$ cat config.mk
export PLATFORM = sky130hd
export DESIGN_NAME = terminal_line_editor_core_flat
export DESIGN_NICKNAME = d
export VERILOG_FILES = /design/src/hdl/tle_pkg.sv /design/src/hdl/tle_if.sv /design/src/hdl/tle_step.sv /design/src/hdl/tle_emit.sv /design/src/hdl/terminal_line_editor_core.sv /design/src/flat_wrapper.sv
export SDC_FILE = /design/constraint.sdc
export NUM_CORES = 1
export LEC_CHECK = 0
export BUFFER_PORTS_ARGS = -buffer_cell sky130_fd_sc_hd__buf_4
export CELL_PAD_IN_SITES_DETAIL_PLACEMENT = 1
export CELL_PAD_IN_SITES_GLOBAL_PLACEMENT = 1
export CORE_MARGIN = 4
export CORE_UTILIZATION = 44
export DETAILED_ROUTE_END_ITERATION = 6
export PLACE_DENSITY_LB_ADDON = 0.25
export SETUP_SLACK_MARGIN = 0.05
export SLEW_MARGIN = 5
export SYNTH_ARGS = -nofsm -noshare
export SYNTH_HDL_FRONTEND = slang
export SYNTH_HIERARCHICAL = 1
export SYNTH_SLANG_ARGS = --single-unit
$ cat constraint.sdc
create_clock -name clk -period 4.56 [get_ports clk]
set_clock_uncertainty 0.15 [all_clocks]
set_input_delay 0.912 -clock clk [delete_from_list [all_inputs] [get_ports clk]]
set_output_delay 0.912 -clock clk [all_outputs]
set_load 0.005 [all_outputs]
$ cat src/hdl/tle_pkg.sv
// Shared constants, codes and types of the terminal line editor.
package tle_pkg;

	// Longest line the store allows, terminator included
	localparam int unsigned MaxLine = 256;

	// Line limit from the store size, held to what an 8-bit count can show
	localparam int unsigned LineLimInt = ((MaxLine - 1) > 255) ? 255 : (MaxLine - 1);
	localparam logic [8:0] LineLim = 9'(LineLimInt);

	// Received key codes
	localparam logic [7:0] KeyCr  = 8'h0D;
	localparam logic [7:0] KeyLf  = 8'h0A;
	localparam logic [7:0] KeyDel = 8'h7F;
	localparam logic [7:0] KeyBs  = 8'h08;
	localparam logic [7:0] KeyInt = 8'h03;
	localparam logic [7:0] KeyEof = 8'h04;

	// Bytes sent to the terminal
	localparam logic [7:0] OutBell = 8'h07;
	localparam logic [7:0] OutSp   = 8'h20;
	localparam logic [7:0] OutBs   = 8'h08;
	localparam logic [7:0] OutLf   = 8'h0A;

	// Printable range
	localparam logic [7:0] PrintLo = 8'h20;
	localparam logic [7:0] PrintHi = 8'h7E;

	// Result status codes
	typedef logic [2:0] status_t;
	localparam status_t StStored    = 3'd0;
	localparam status_t StErased    = 3'd1;
	localparam status_t StEmpty     = 3'd2;
	localparam status_t StUnprint   = 3'd3;
	localparam status_t StFull      = 3'd4;
	localparam status_t StDone      = 3'd5;
	localparam status_t StCancelled = 3'd6;

	// Configuration register indexes
	typedef logic [1:0] cfg_idx_t;
	localparam cfg_idx_t CfgMaxLen = 2'd0;
	localparam cfg_idx_t CfgEcho   = 2'd1;
	localparam cfg_idx_t CfgCancel = 2'd2;

	// Configuration register reset values
	localparam logic [8:0] MaxLenRst = 9'd80;

	// Output beat position within an echoed erasure (BS, space, BS)
	typedef logic [1:0] beat_t;
	localparam beat_t BeatFirst = 2'd0;
	localparam beat_t BeatSpace = 2'd1;
	localparam beat_t BeatLast  = 2'd2;

	// Decoded result of one key, before output sequencing
	typedef struct packed {
		logic       term_valid;
		logic [7:0] term_byte;
		status_t    status;
		logic [7:0] stored_char;
		logic [7:0] char_index;
		logic [7:0] line_length;
		logic       erase_echo;
	} res_t;

endpackage

$ cat src/hdl/tle_if.sv
// Handshake channels of the terminal line editor: key input and result output.
interface tle_key_if;
	logic       valid;
	logic       ready;
	logic [7:0] key_byte;

	modport source (output valid, output key_byte, input ready);
	modport sink (input valid, input key_byte, output ready);
endinterface

interface tle_res_if;
	logic       valid;
	logic       ready;
	logic       term_valid;
	logic [7:0] term_byte;
	logic [2:0] status;
	logic [7:0] stored_char;
	logic [7:0] char_index;
	logic [7:0] line_length;
	logic       last;

	modport source (
		output valid, output term_valid, output term_byte, output status,
		output stored_char, output char_index, output line_length, output last,
		input ready
	);
	modport sink (
		input valid, input term_valid, input term_byte, input status,
		input stored_char, input char_index, input line_length, input last,
		output ready
	);
endinterface

$ cat src/hdl/tle_step.sv
// Key decoder and character count register of the terminal line editor.
module tle_step (
	input  logic          clk,
	input  logic          arst_n,
	input  logic          accept,
	input  logic [7:0]    key_byte,
	input  logic [8:0]    max_len,
	input  logic          echo_en,
	input  logic          cancel_en,
	output tle_pkg::res_t res
);

	logic [7:0] count_q;
	logic [7:0] count_d;
	logic [8:0] cap;
	logic [7:0] count_dec;
	logic [7:0] count_inc;

	// Work out the line capacity from the configured size
	always_comb begin
		cap = (max_len == 9'd0) ? 9'd0 : (max_len - 9'd1);
		if (cap > tle_pkg::LineLim) begin
			cap = tle_pkg::LineLim;
		end
	end

	assign count_dec = count_q - 8'd1;
	assign count_inc = count_q + 8'd1;

	// Decode one key against the current count
	always_comb begin
		res             = '0;
		res.line_length = count_q;
		count_d         = count_q;
		if (key_byte == tle_pkg::KeyCr || key_byte == tle_pkg::KeyLf) begin
			res.term_valid = 1'b1;
			res.term_byte  = tle_pkg::OutLf;
			res.status     = tle_pkg::StDone;
			count_d        = 8'd0;
		end else if ((key_byte == tle_pkg::KeyInt || key_byte == tle_pkg::KeyEof)
				&& cancel_en) begin
			res.status      = tle_pkg::StCancelled;
			res.line_length = 8'd0;
			count_d         = 8'd0;
		end else if (key_byte == tle_pkg::KeyDel || key_byte == tle_pkg::KeyBs) begin
			if (count_q == 8'd0) begin
				// Empty line: ring the bell whatever the echo setting
				res.term_valid  = 1'b1;
				res.term_byte   = tle_pkg::OutBell;
				res.status      = tle_pkg::StEmpty;
				res.line_length = 8'd0;
			end else begin
				res.term_valid  = echo_en;
				res.term_byte   = echo_en ? tle_pkg::OutBs : 8'd0;
				res.status      = tle_pkg::StErased;
				res.char_index  = count_dec;
				res.line_length = count_dec;
				res.erase_echo  = echo_en;
				count_d         = count_dec;
			end
		end else if (key_byte < tle_pkg::PrintLo || key_byte > tle_pkg::PrintHi) begin
			res.term_valid = echo_en;
			res.term_byte  = echo_en ? tle_pkg::OutBell : 8'd0;
			res.status     = tle_pkg::StUnprint;
		end else if ({1'b0, count_q} >= cap) begin
			res.term_valid = echo_en;
			res.term_byte  = echo_en ? tle_pkg::OutBell : 8'd0;
			res.status     = tle_pkg::StFull;
		end else begin
			res.term_valid  = echo_en;
			res.term_byte   = echo_en ? key_byte : 8'd0;
			res.status      = tle_pkg::StStored;
			res.stored_char = key_byte;
			res.char_index  = count_q;
			res.line_length = count_inc;
			count_d         = count_inc;
		end
	end

	// Update the count on every accepted key
	always_ff @(posedge clk or negedge arst_n) begin
		if (!arst_n) begin
			count_q <= 8'd0;
		end else if (accept) begin
			count_q <= count_d;
		end
	end

endmodule

$ cat src/hdl/tle_emit.sv
// Result register and output beat sequencer of the terminal line editor.
module tle_emit (
	input  logic          clk,
	input  logic          arst_n,
	input  logic          load,
	input  tle_pkg::res_t res_d,
	output logic          take,
	tle_res_if.source     res
);

	logic          valid_q;
	tle_pkg::res_t desc_q;
	tle_pkg::beat_t beat_q;
	logic          is_last;
	logic          fire;

	assign is_last = !desc_q.erase_echo || (beat_q == tle_pkg::BeatLast);
	assign fire    = valid_q && res.ready;
	// Free for a new item when empty or when the final beat leaves now
	assign take    = !valid_q || (res.ready && is_last);

	// Drive the result beat, with a space in the middle of an echoed erasure
	always_comb begin
		res.valid       = valid_q;
		res.term_valid  = desc_q.term_valid;
		res.term_byte   = (desc_q.erase_echo && beat_q == tle_pkg::BeatSpace)
			? tle_pkg::OutSp : desc_q.term_byte;
		res.status      = desc_q.status;
		res.stored_char = desc_q.stored_char;
		res.char_index  = desc_q.char_index;
		res.line_length = desc_q.line_length;
		res.last        = is_last;
	end

	// Hold control: occupancy and beat position
	always_ff @(posedge clk or negedge arst_n) begin
		if (!arst_n) begin
			valid_q <= 1'b0;
			beat_q  <= tle_pkg::BeatFirst;
		end else if (load) begin
			valid_q <= 1'b1;
			beat_q  <= tle_pkg::BeatFirst;
		end else if (fire) begin
			if (is_last) begin
				valid_q <= 1'b0;
			end else begin
				beat_q <= beat_q + 2'd1;
			end
		end
	end

	// Capture the decoded result
	always_ff @(posedge clk) begin
		if (load) begin
			desc_q <= res_d;
		end
	end

endmodule

$ cat src/hdl/terminal_line_editor_core.sv
// Top level of the terminal line editor: configuration registers, decoder and output sequencer.
// A key is decoded in the cycle it is taken and its result beat is on the result channel
// from the next cycle. The result register holds one key's result.
// The next key is taken in the same cycle that the final beat of the previous result is
// taken, or in any cycle when the register is empty. Single-result keys therefore run at
// one key per cycle while the result side takes every beat. A result stalled on the output
// holds the key input, and key ready follows result ready in the same cycle. An echoed
// erasure gives three result beats (BS, space, BS) and holds the key input until its final
// beat is taken. The sequencer in tle_emit sets this rate.
module terminal_line_editor_core (
	input  logic       clk,
	input  logic       arst_n,
	input  logic       cfg_we,
	input  logic [1:0] cfg_index,
	input  logic [8:0] cfg_data,
	tle_key_if.sink    key,
	tle_res_if.source  res
);

	logic [8:0]    max_len_q;
	logic          echo_en_q;
	logic          cancel_en_q;
	logic          take;
	logic          accept;
	tle_pkg::res_t step_res;

	// Write configuration registers
	always_ff @(posedge clk or negedge arst_n) begin
		if (!arst_n) begin
			max_len_q   <= tle_pkg::MaxLenRst;
			echo_en_q   <= 1'b1;
			cancel_en_q <= 1'b1;
		end else if (cfg_we) begin
			case (cfg_index)
				tle_pkg::CfgMaxLen: max_len_q   <= cfg_data;
				tle_pkg::CfgEcho:   echo_en_q   <= cfg_data[0];
				tle_pkg::CfgCancel: cancel_en_q <= cfg_data[0];
				default: ;
			endcase
		end
	end

	assign key.ready = take;
	assign accept    = key.valid && take;

	tle_step u_step (
		.clk       (clk),
		.arst_n    (arst_n),
		.accept    (accept),
		.key_byte  (key.key_byte),
		.max_len   (max_len_q),
		.echo_en   (echo_en_q),
		.cancel_en (cancel_en_q),
		.res       (step_res)
	);

	tle_emit u_emit (
		.clk    (clk),
		.arst_n (arst_n),
		.load   (accept),
		.res_d  (step_res),
		.take   (take),
		.res    (res)
	);

endmodule

$ cat src/flat_wrapper.sv
// flat-port wrapper written by rule: the top's interface ports become plain ports
module terminal_line_editor_core_flat 
  (clk, arst_n, cfg_we, cfg_index, cfg_data, key_valid, key_key_byte, key_ready, res_valid, res_term_valid, res_term_byte, res_status, res_stored_char, res_char_index, res_line_length, res_last, res_ready);
  tle_key_if key_i ();
  tle_res_if res_i ();
  input  logic clk;
  input  logic arst_n;
  input  logic cfg_we;
  input  logic [1:0] cfg_index;
  input  logic [8:0] cfg_data;
  input wire logic [$bits(key_i.valid)-1:0] key_valid;
  input wire logic [$bits(key_i.key_byte)-1:0] key_key_byte;
  output wire logic [$bits(key_i.ready)-1:0] key_ready;
  output wire logic [$bits(res_i.valid)-1:0] res_valid;
  output wire logic [$bits(res_i.term_valid)-1:0] res_term_valid;
  output wire logic [$bits(res_i.term_byte)-1:0] res_term_byte;
  output wire logic [$bits(res_i.status)-1:0] res_status;
  output wire logic [$bits(res_i.stored_char)-1:0] res_stored_char;
  output wire logic [$bits(res_i.char_index)-1:0] res_char_index;
  output wire logic [$bits(res_i.line_length)-1:0] res_line_length;
  output wire logic [$bits(res_i.last)-1:0] res_last;
  input wire logic [$bits(res_i.ready)-1:0] res_ready;
  assign key_i.valid = key_valid;
  assign key_i.key_byte = key_key_byte;
  assign key_ready = key_i.ready;
  assign res_valid = res_i.valid;
  assign res_term_valid = res_i.term_valid;
  assign res_term_byte = res_i.term_byte;
  assign res_status = res_i.status;
  assign res_stored_char = res_i.stored_char;
  assign res_char_index = res_i.char_index;
  assign res_line_length = res_i.line_length;
  assign res_last = res_i.last;
  assign res_i.ready = res_ready;
  terminal_line_editor_core u_core (.clk(clk), .arst_n(arst_n), .cfg_we(cfg_we), .cfg_index(cfg_index), .cfg_data(cfg_data), .key(key_i), .res(res_i));
endmodule
==> flow_summary.ini, run 1 <==
[global_route]
grt_overflow_total = 0
grt_pass1_wl_mm = 17.17
use_met3_pct = 3.345
grtUsageMet2_pct = 36.23
antenna_found_initial = 0
grt_max_degree = 26
grt_pass1_vias = 3337
track_usage_pct = 21.35
grt_util_met1_pct = 27.97
top_usage_layer = met2

[timing]
tns_ps = 0
rsz0062_at_grt = no
fmax_mhz = 250.9
worst_pin_slew_ps = 936.3
maxSlewHeadroom_pct = 37.31
period_share_pct = 87.40
slew_violations = 0
report.final.hold_viol_count = 0
setup_viol = 0
min_period_ps = 3985

[synth]
synth_cell_type_count = 65
syn_area_per_cell_um2 = 9.889
ys.flop_type = edfxtp_1
synth_edf_count = 37
yosys_warnings = 6
netlist_area_um2 = 3906
ys_seq_area_share_pct = 42.66
ys_ff_latch = 59
ys_async_sr_fraction_pct = 37.29
netlist_instances = 395

[floorplanning]
fp-row-count = 34
start_util_pct = 45.01
die_width_um = 102.2
coreArea_um2 = 8678
die_area_um2 = 10450
ios = 63
die_h_um = 102.2

[power_and_ir_drop]
vdd_ir_drop_max_mv = 0.1557
seq_power_share_pct = 40.3
combPwrFrac_pct = 38.4
leakage_nw = 1.852
switchingPower_mw = 0.8243
powerDensity_nw_per_um2 = 496.2
p_int_mw = 1.394
clockPowerShare_pct = 21.3
swShare_pct = 37.16

[setup_path]
reg2reg_to = u_core/u_emit/res.line_length[3]
cp_num_buf_inv = 0
cp_data_arrival_time_ps = 3930
worstSetupEndpointType = register
crit_path_start_kind = register
cpPeakStageDelay_ps = 480
critPathRequiredTime_ps = 4510
crit_start = u_core/max_len_q[2]
path_class = reg -> reg
slowest_stage = nor3b_1
crit_fanout = 10
cp_common_cell = nand2b_1
reg2regPathDepth = 12
regToRegStartpoint = u_core/max_len_q[2]
reg2reg_setup_slack_ps = 570
path_cells = nor4_1, nand2b_1, nor3b_1, nor2_1, o21a_1, ha_1, nand2b_1, a211oi_1, a22oi_2, nand2_1, a221o_1, a32o_1
cp_top_family = simple AND/OR/NAND/NOR gates

[clocking]
cts.sinks = 59
clk_latency_ps = 350
post_cts_resized = 0
hold_buffers = 0
cts_tree = yes
cts_setup_buffers = 0
root_buffer = clkbuf_8
cts-htree-levels = 3
cts_buffer_depth = 2
cts.clk_slew.worst_paths_ps = 70
numCtsBuffers = 9

[placed_design]
dp_hpwl_mm = 7.770
place.gp.congestion = 0.8936
io_buffers = 62

[status]
outcome = completed

[layout]
final_nets = 468
fin_util_pct = 51.51
final_common_cell = buf_4
fillers = 1014
layout-drive-gt1-share_pct = 24.83
n_antenna_cell = 0
layout_common_cells = buf_4 (70), edfxtp_1 (37), nand2_1 (26)
area_growth_pct = 14.45

[route]
ant_nets = 0
wl_mm = 10.45
vias = 3223
drt-wirelength-per-cell_um = 19.24
drc = 0
dr.pass1.iters = 4
vias_per_cell = 5.936
initialDrtViolationCount = 201

[hold_path]
hold_path.class = in -> async

[job]
drv_cap = 0
## per-layer routing
layer | vias up | wire [um]
li1 | 1511 | -
met1 | 1593 | 4398
met2 | 103 | 5218
met3 | 16 | 630
met4 | 0 | 197
met5 | - | 0
## worst max path at each step
| stage | end | depth (start not counted) | slack [ps] |
|---|---|---|---|
| after global placement | u_core/u_step/count_q[3] | 12 | 740 |
| after global routing | u_core/u_emit/res.line_length[0] | 14 | 200 |
| after CTS | u_core/u_emit/res.line_length[3] | 12 | 590 |
| after detailed placement | u_core/u_emit/res.line_length[3] | 12 | 610 |
| after floorplan | u_core/u_emit/res.line_length[5] | 13 | 960 |
| final | u_core/u_emit/res.line_length[3] | 12 | 570 |
## area by class of cell
type                    count  area, um2  area share (%)
flip-flops and latches     59       1667           37.28
repair buffers             70      525.5           11.75
multi-input cells         278       1904           42.60
clock inverters             6      66.31           1.483
well taps                 108      135.1           3.023
clock buffers              10      127.6           2.855
inverters                  12      45.04           1.008
## power by group through the flow
stage	registers, mW	logic (mW)	clock network [mW]
final	0.894	0.851	0.473
after floorplan	0.811	0.661	0
after detailed placement	0.904	0.851	0
after global placement	0.896	0.814	0
after CTS	0.895	0.855	0.488
after global routing	0.916	0.950	0.522
## stage by stage
step | power [mW] | std cells | hold WS [ps] | setup WS (ps) | cell area [um2]
after global placement | 1.711 | 527 | 412.3 | 740.6 | 4277
after floorplan | 1.472 | 396 | 376.6 | 962.1 | 3910
after global routing | 2.387 | 543 | 318.6 | 204.4 | 4471
after detailed placement | 1.755 | 527 | 430.6 | 613.7 | 4277
final | 2.218 | 543 | 316.3 | 574.5 | 4471
after CTS | 2.238 | 543 | 315.3 | 591.2 | 4471
## logic make-up after synthesis
family,after synthesis,synth area share [%]
AO/OA/AOI/OAI,102,17.84
XOR/XNOR,6,1.345
adder cells (fa/ha/maj),16,4.997
buffers and inverters,59,8.712
flip-flops,59,42.66
multiplexers,17,5.573
other,1,0.09600
AND/OR/NAND/NOR,135,18.77
## Yosys cell counts (3+ instances only)
master	number	area [um2]
nor2_1	24	90.09
a211o_1	3	26.28
and3_1	15	93.84
a21oi_1	19	95.09
clkbuf_1	15	56.30
a21o_1	4	30.03
o22ai_1	4	25.02
o31ai_1	4	30.03
inv_1	12	45.04
a211oi_1	5	37.54
mux2i_1	6	60.06
ha_1	14	175.2
nand2_1	26	97.59
a31oi_1	6	37.54
a32oi_1	3	26.28
mux2_4	9	135.1
nor4_1	5	31.28
dfrtp_1	18	450.4
o21ai_0	26	130.1
nand3b_1	5	37.54
buf_4	29	217.7
xor2_1	4	35.03
o2bb2ai_1	5	43.79
dfstp_2	4	105.1
o21a_1	3	22.52
edfxtp_1	37	1111
and2_1	11	68.82
nand3_1	14	70.07
nand2b_1	9	56.30
or3_1	3	18.77
nor3_1	8	40.04
## registers in the layout (all words and copies together) (netlist names)
name,flops
u_core/u_emit/res.char_index,8
u_core/u_emit/res.term_valid,1
u_core/u_emit/desc_q,9
u_core/max_len_q,9
u_core/echo_en_q,1
u_core/u_emit/beat_q,2
u_core/u_step/count_q,8
u_core/u_emit/res.valid,1
u_core/u_emit/res.status,3
u_core/u_emit/res.line_length,8
u_core/cancel_en_q,1
u_core/u_emit/res.stored_char,8
No activity file was read; power rests on OpenSTA's default activity.
==> run 2, diff against run 1 <==
- BUFFER_PORTS_ARGS: -buffer_cell sky130_fd_sc_hd__buf_4 -> not set
- CORE_UTILIZATION: 44 -> 50
- DONT_BUFFER_PORTS: not set -> 1
==> run 2 against run 1 <==
Cell count fell by 13%. Hold slack got worse by 210 ps. Core utilization rose by 2.2 points. Routed wire length fell by 3.6%. Critical endpoint unchanged. Largest power group unchanged.
==> flow_summary.ini, run 2 (synthesis results as in run 1) <==
[timing]
maxSlewHeadroom_pct = 20.65
worst_pin_slew_ps = 1182
slew_violations = 0
setup_viol = 0
period_share_pct = 86.50
fmax_mhz = 253.5
report.final.hold_viol_count = 0
rsz0062_at_grt = no
min_period_ps = 3944
tns_ps = 0

[floorplanning]
die_width_um = 96.39
start_util_pct = 52.73
die_area_um2 = 9291
fp-row-count = 31
ios = 63
die_h_um = 96.39
coreArea_um2 = 7408

[clocking]
numCtsBuffers = 9
cts_tree = yes
cts-htree-levels = 3
cts.clk_slew.worst_paths_ps = 70
root_buffer = clkbuf_8
cts_buffer_depth = 2
cts.sinks = 59
clk_latency_ps = 340

[placed_design]
place_area_um2 = 3807
io_buffers = 0
dp.cells = 457
dp_hpwl_mm = 7.266
place.gp.congestion = 0.9234

[layout]
layout-drive-gt1-share_pct = 12.83
stdcell_area_um2 = 3980
n_antenna_cell = 0
fillers = 837
multi_input_area_um2 = 1909
final_nets = 407
area_growth_pct = 1.890
final_common_cell = edfxtp_1
layout_common_cells = edfxtp_1 (37), nand2_1 (26), nor2_1 (24), o21ai_0 (24), a21oi_1 (19)
top_regs = u_core/max_len_q: 9 flops, u_core/u_emit/desc_q: 9 flops
seq_area_um2 = 1667
fin_cells = 473

[power_and_ir_drop]
vdd_ir_drop_max_mv = 0.2012
finalPower_mw = 2.043
leakage_nw = 1.545
powerDensity_nw_per_um2 = 513.4

[route]
ant_nets = 0
dr.pass1.iters = 5
drt-wirelength-per-cell_um = 21.30
wl_mm = 10.07
drc = 0
vias_per_cell = 6.414
vias = 3034
initialDrtViolationCount = 254

[setup_path]
reg2reg_setup_slack_ps = 620
crit_path_start_kind = register
path_class = reg -> reg
regToRegStartpoint = u_core/max_len_q[2]
reg2regPathDepth = 12
worstSetupEndpointType = register
reg2reg_to = u_core/u_emit/res.line_length[3]
crit_fanout = 10
critPathRequiredTime_ps = 4510
cp_data_arrival_time_ps = 3890

[global_route]
track_usage_pct = 23.97
grt_pass1_wl_mm = 16.63
grt_overflow_total = 0
grt_pass1_vias = 3135
grt_max_degree = 41
antenna_found_initial = 0

[hold_path]
hold_path.class = in -> async

[job]
drv_cap = 0

[status]
outcome = completed
[run 2: how the worst max path moves through the flow]
stage,start,endpoint,slack (ps)
CTS,u_core/max_len_q[2],u_core/u_emit/res.line_length[3],430
finish,u_core/max_len_q[2],u_core/u_emit/res.line_length[3],620
detailed placement,u_core/max_len_q[2],u_core/u_emit/res.line_length[3],460
global placement,u_core/max_len_q[2],u_core/u_emit/res.line_length[3],660
global route,u_core/max_len_q[2],u_core/u_emit/res.line_length[3],280
floorplan,u_core/max_len_q[2],u_core/u_emit/res.line_length[5],960
[run 2: metrics by stage]
step                setup WS, ps  util [%]  hold WS [ps]
floorplan                  962.1         -         376.6
global placement           662.0     51.39         402.4
CTS                        426.6     53.66         82.30
detailed placement         456.3     51.39         427.2
finish                     615.8     53.72         106.8
global route               280.2     53.72         83.34
[run 2: worst max-delay path, cell delays in order, from the launching register on]
cell	delay, ps
dfrtp_1	430
nor4_1	390
nand2b_1	160
nor3b_2	320
nor2_1	110
o21ai_0	240
ha_1	170
and4_1	220
a211oi_1	100
a22oi_2	500
nand2_1	250
a221o_1	440
a32o_1	210
[run 2: per-layer routing]
metal | GRT usage [%] | vias to the layer above | share of wire [%]
met5 | 0 | - | 0
met3 | 5.732 | 18 | 5.9
met4 | 8.879 | 0 | 2.0
li1 | - | 1399 | -
met1 | 30.93 | 1515 | 44
met2 | 39.16 | 102 | 48
[run 2: area by class of cell]
| class | instances | area share, % |
|---|---|---|
| clock inverters | 7 | 1.100 |
| multi-input cells | 278 | 47.97 |
| repair buffers | 9 | 1.698 |
| inverters | 12 | 1.132 |
| clock buffers | 9 | 3.112 |
| flip-flops and latches | 59 | 41.87 |
| well taps | 99 | 3.112 |
[run 2: repair_timing]
item,in CTS,in global routing
setup buffers,0,0
hold buffers,0,0
setup endpoints to repair,0,1
gates resized for setup,0,1
[run 2: power breakdown]
| part | leakage, nW | internal (mW) | switching, mW | total, mW |
|---|---|---|---|---|
| Combinational | 0.859 | 0.312 | 0.403 | 0.715 |
| Clock | 0.0767 | 0.194 | 0.221 | 0.415 |
| Sequential | 0.610 | 0.740 | 0.174 | 0.914 |
| Total | 1.55 | 1.25 | 0.798 | 2.04 |
==> run 3, diff against run 2 <==
- RECOVER_POWER: not set -> 50
==> run 3 against run 2 <==
The flow now finishes with violations (max-capacitance violations, max-slew violations). Critical path depth stayed put. Routed wire length hardly changed. Sequential power rose by 0.4%. Register-to-register slack better by 20 ps. Core utilization shrank 0.14 points. Clock power about the same. Die area is the same. Fmax rose by 0.39%. Via count fell by 0.46%. Sequential share of layout area grew 0.11 points. Count of clock-buffer cells in the layout unchanged. Critical path type unchanged. Largest power group unchanged. Highest routed layer unchanged.
==> flow_summary.ini, run 3 (synthesis results as in run 1) <==
[layout]
fin_cells = 473
fin_util_pct = 53.59
seq_area_um2 = 1667
fillers = 839
multi_input_area_um2 = 1903
layout_common_cells = edfxtp_1 (37), nand2_1 (26), nor2_1 (24), o21ai_0 (24), a21oi_1 (19)
top_regs = u_core/max_len_q: 9 flops, u_core/u_emit/desc_q: 9 flops
stdcell_area_um2 = 3970
final_common_cell = edfxtp_1
layout-drive-gt1-share_pct = 12.03
final_nets = 407
n_antenna_cell = 0
area_growth_pct = 1.634

[timing]
slew_violations = 51
fmax_mhz = 254.5
worst_pin_slew_ps = 2101
report.final.hold_viol_count = 0
maxSlewHeadroom_pct = -40.08
rsz0062_at_grt = no
setup_viol = 0
min_period_ps = 3929
tns_ps = 0
period_share_pct = 86.16

[route]
initialDrtViolationCount = 255
vias = 3020
ant_nets = 0
drc = 0
drt-wirelength-per-cell_um = 21.31
dr.pass1.iters = 5
wl_mm = 10.08
vias_per_cell = 6.385

[global_route]
grt_max_degree = 41
grt_pass1_wl_mm = 16.63
grt_overflow_total = 0
antenna_found_initial = 0
grt_pass1_vias = 3135
track_usage_pct = 23.97

[floorplanning]
fp-row-count = 31
die_width_um = 96.39
ios = 63
coreArea_um2 = 7408
die_area_um2 = 9291
start_util_pct = 52.73
die_h_um = 96.39

[clocking]
cts_tree = yes
numCtsBuffers = 9
cts_buffer_depth = 2
cts-htree-levels = 3
cts.sinks = 59
root_buffer = clkbuf_8
clk_latency_ps = 350
cts.clk_slew.worst_paths_ps = 70
cts_setup_buffers = 0
hold_buffers = 0

[power_and_ir_drop]
powerDensity_nw_per_um2 = 515.6
vdd_ir_drop_max_mv = 0.2024
finalPower_mw = 2.047
leakage_nw = 1.538

[hold_path]
hold_path.class = in -> async

[setup_path]
crit_fanout = 10
critPathRequiredTime_ps = 4510
cp_data_arrival_time_ps = 3880
crit_path_start_kind = register
path_class = reg -> reg
worstSetupEndpointType = register

[placed_design]
place_area_um2 = 3807
place.gp.congestion = 0.9234
io_buffers = 0
dp_hpwl_mm = 7.266
dp.cells = 457

[job]
drv_cap = 2

[status]
failed_checks = max-capacitance violations, max-slew violations
outcome = finished, violations left
## run 3: changes by cell type in the layout (fill, tap and decap cells not counted), sizes merged
| cell | before | now |
|---|---|---|
| clkbuf | 9 | 10 |
| buf | 9 | 8 |
## run 3: metrics by stage
| stage | setup slack (ps) | hold WS, ps |
|---|---|---|
| 6_report | 631.1 | 104.8 |
| 5_1_grt | 231.6 | 83.34 |
| 4_1_cts | 426.6 | 82.30 |
| 3_5_place_dp | 456.3 | 427.2 |
| 3_3_place_gp | 662.0 | 402.4 |
| 2_1_floorplan | 962.1 | 376.6 |
## run 3: critical path: stages (launching register included)
cell and delay [ps]:
dfrtp_1 430, nor4_1 390, nand2b_1 160, nor3b_2 320, nor2_1 110, o21ai_0 240
ha_1 170, and4_1 220, a211oi_1 100, a22oi_2 500, nand2_1 240, a221o_1 440
a32o_1 210
## run 3: final cells by class
class / count / share of cell area, %
Sequential cell: 59 / 41.98
Timing Repair Buffer: 9 / 1.607
Clock inverter: 7 / 1.103
Inverter: 12 / 1.135
Clock buffer: 9 / 3.120
Tap cell: 99 / 3.120
Multi-Input combinational cell: 278 / 47.94
## run 3: power breakdown
group	switching, mW	internal (mW)
clock network	0.223	0.194
logic	0.402	0.310
registers	0.176	0.742
total	0.801	1.25
## run 3: final timing paths
check                           depth (start not counted)  slack [ps]                          endpoint               startpoint
min in group clk                                        2         440           u_core/u_emit/beat_q[0]  u_core/u_emit/beat_q[0]
worst min-delay path                                    0         100          u_core/u_step/count_q[2]                   arst_n
worst max register to register                         12         630  u_core/u_emit/res.line_length[3]      u_core/max_len_q[2]
worst max-delay path                                   12         630  u_core/u_emit/res.line_length[3]      u_core/max_len_q[2]
worst min register to register                          2         440           u_core/u_emit/beat_q[0]  u_core/u_emit/beat_q[0]
max in group asynchronous                               0        3980               u_core/max_len_q[6]                   arst_n
## run 3: metal layers
layer / global-route usage, % / share of wire (%) / up-vias
met1: 30.93 / 44 / 1526
li1: - / - / 1395
met2: 39.16 / 48 / 85
met4: 8.879 / 1.9 / 0
met5: 0 / 0 / -
met3: 5.732 / 5.6 / 14
## run 3: repair_timing
action	4_1_cts	5_1_grt
endpoints found under the hold margin	0	0
resized for setup	0	1
setup endpoints to repair	0	1
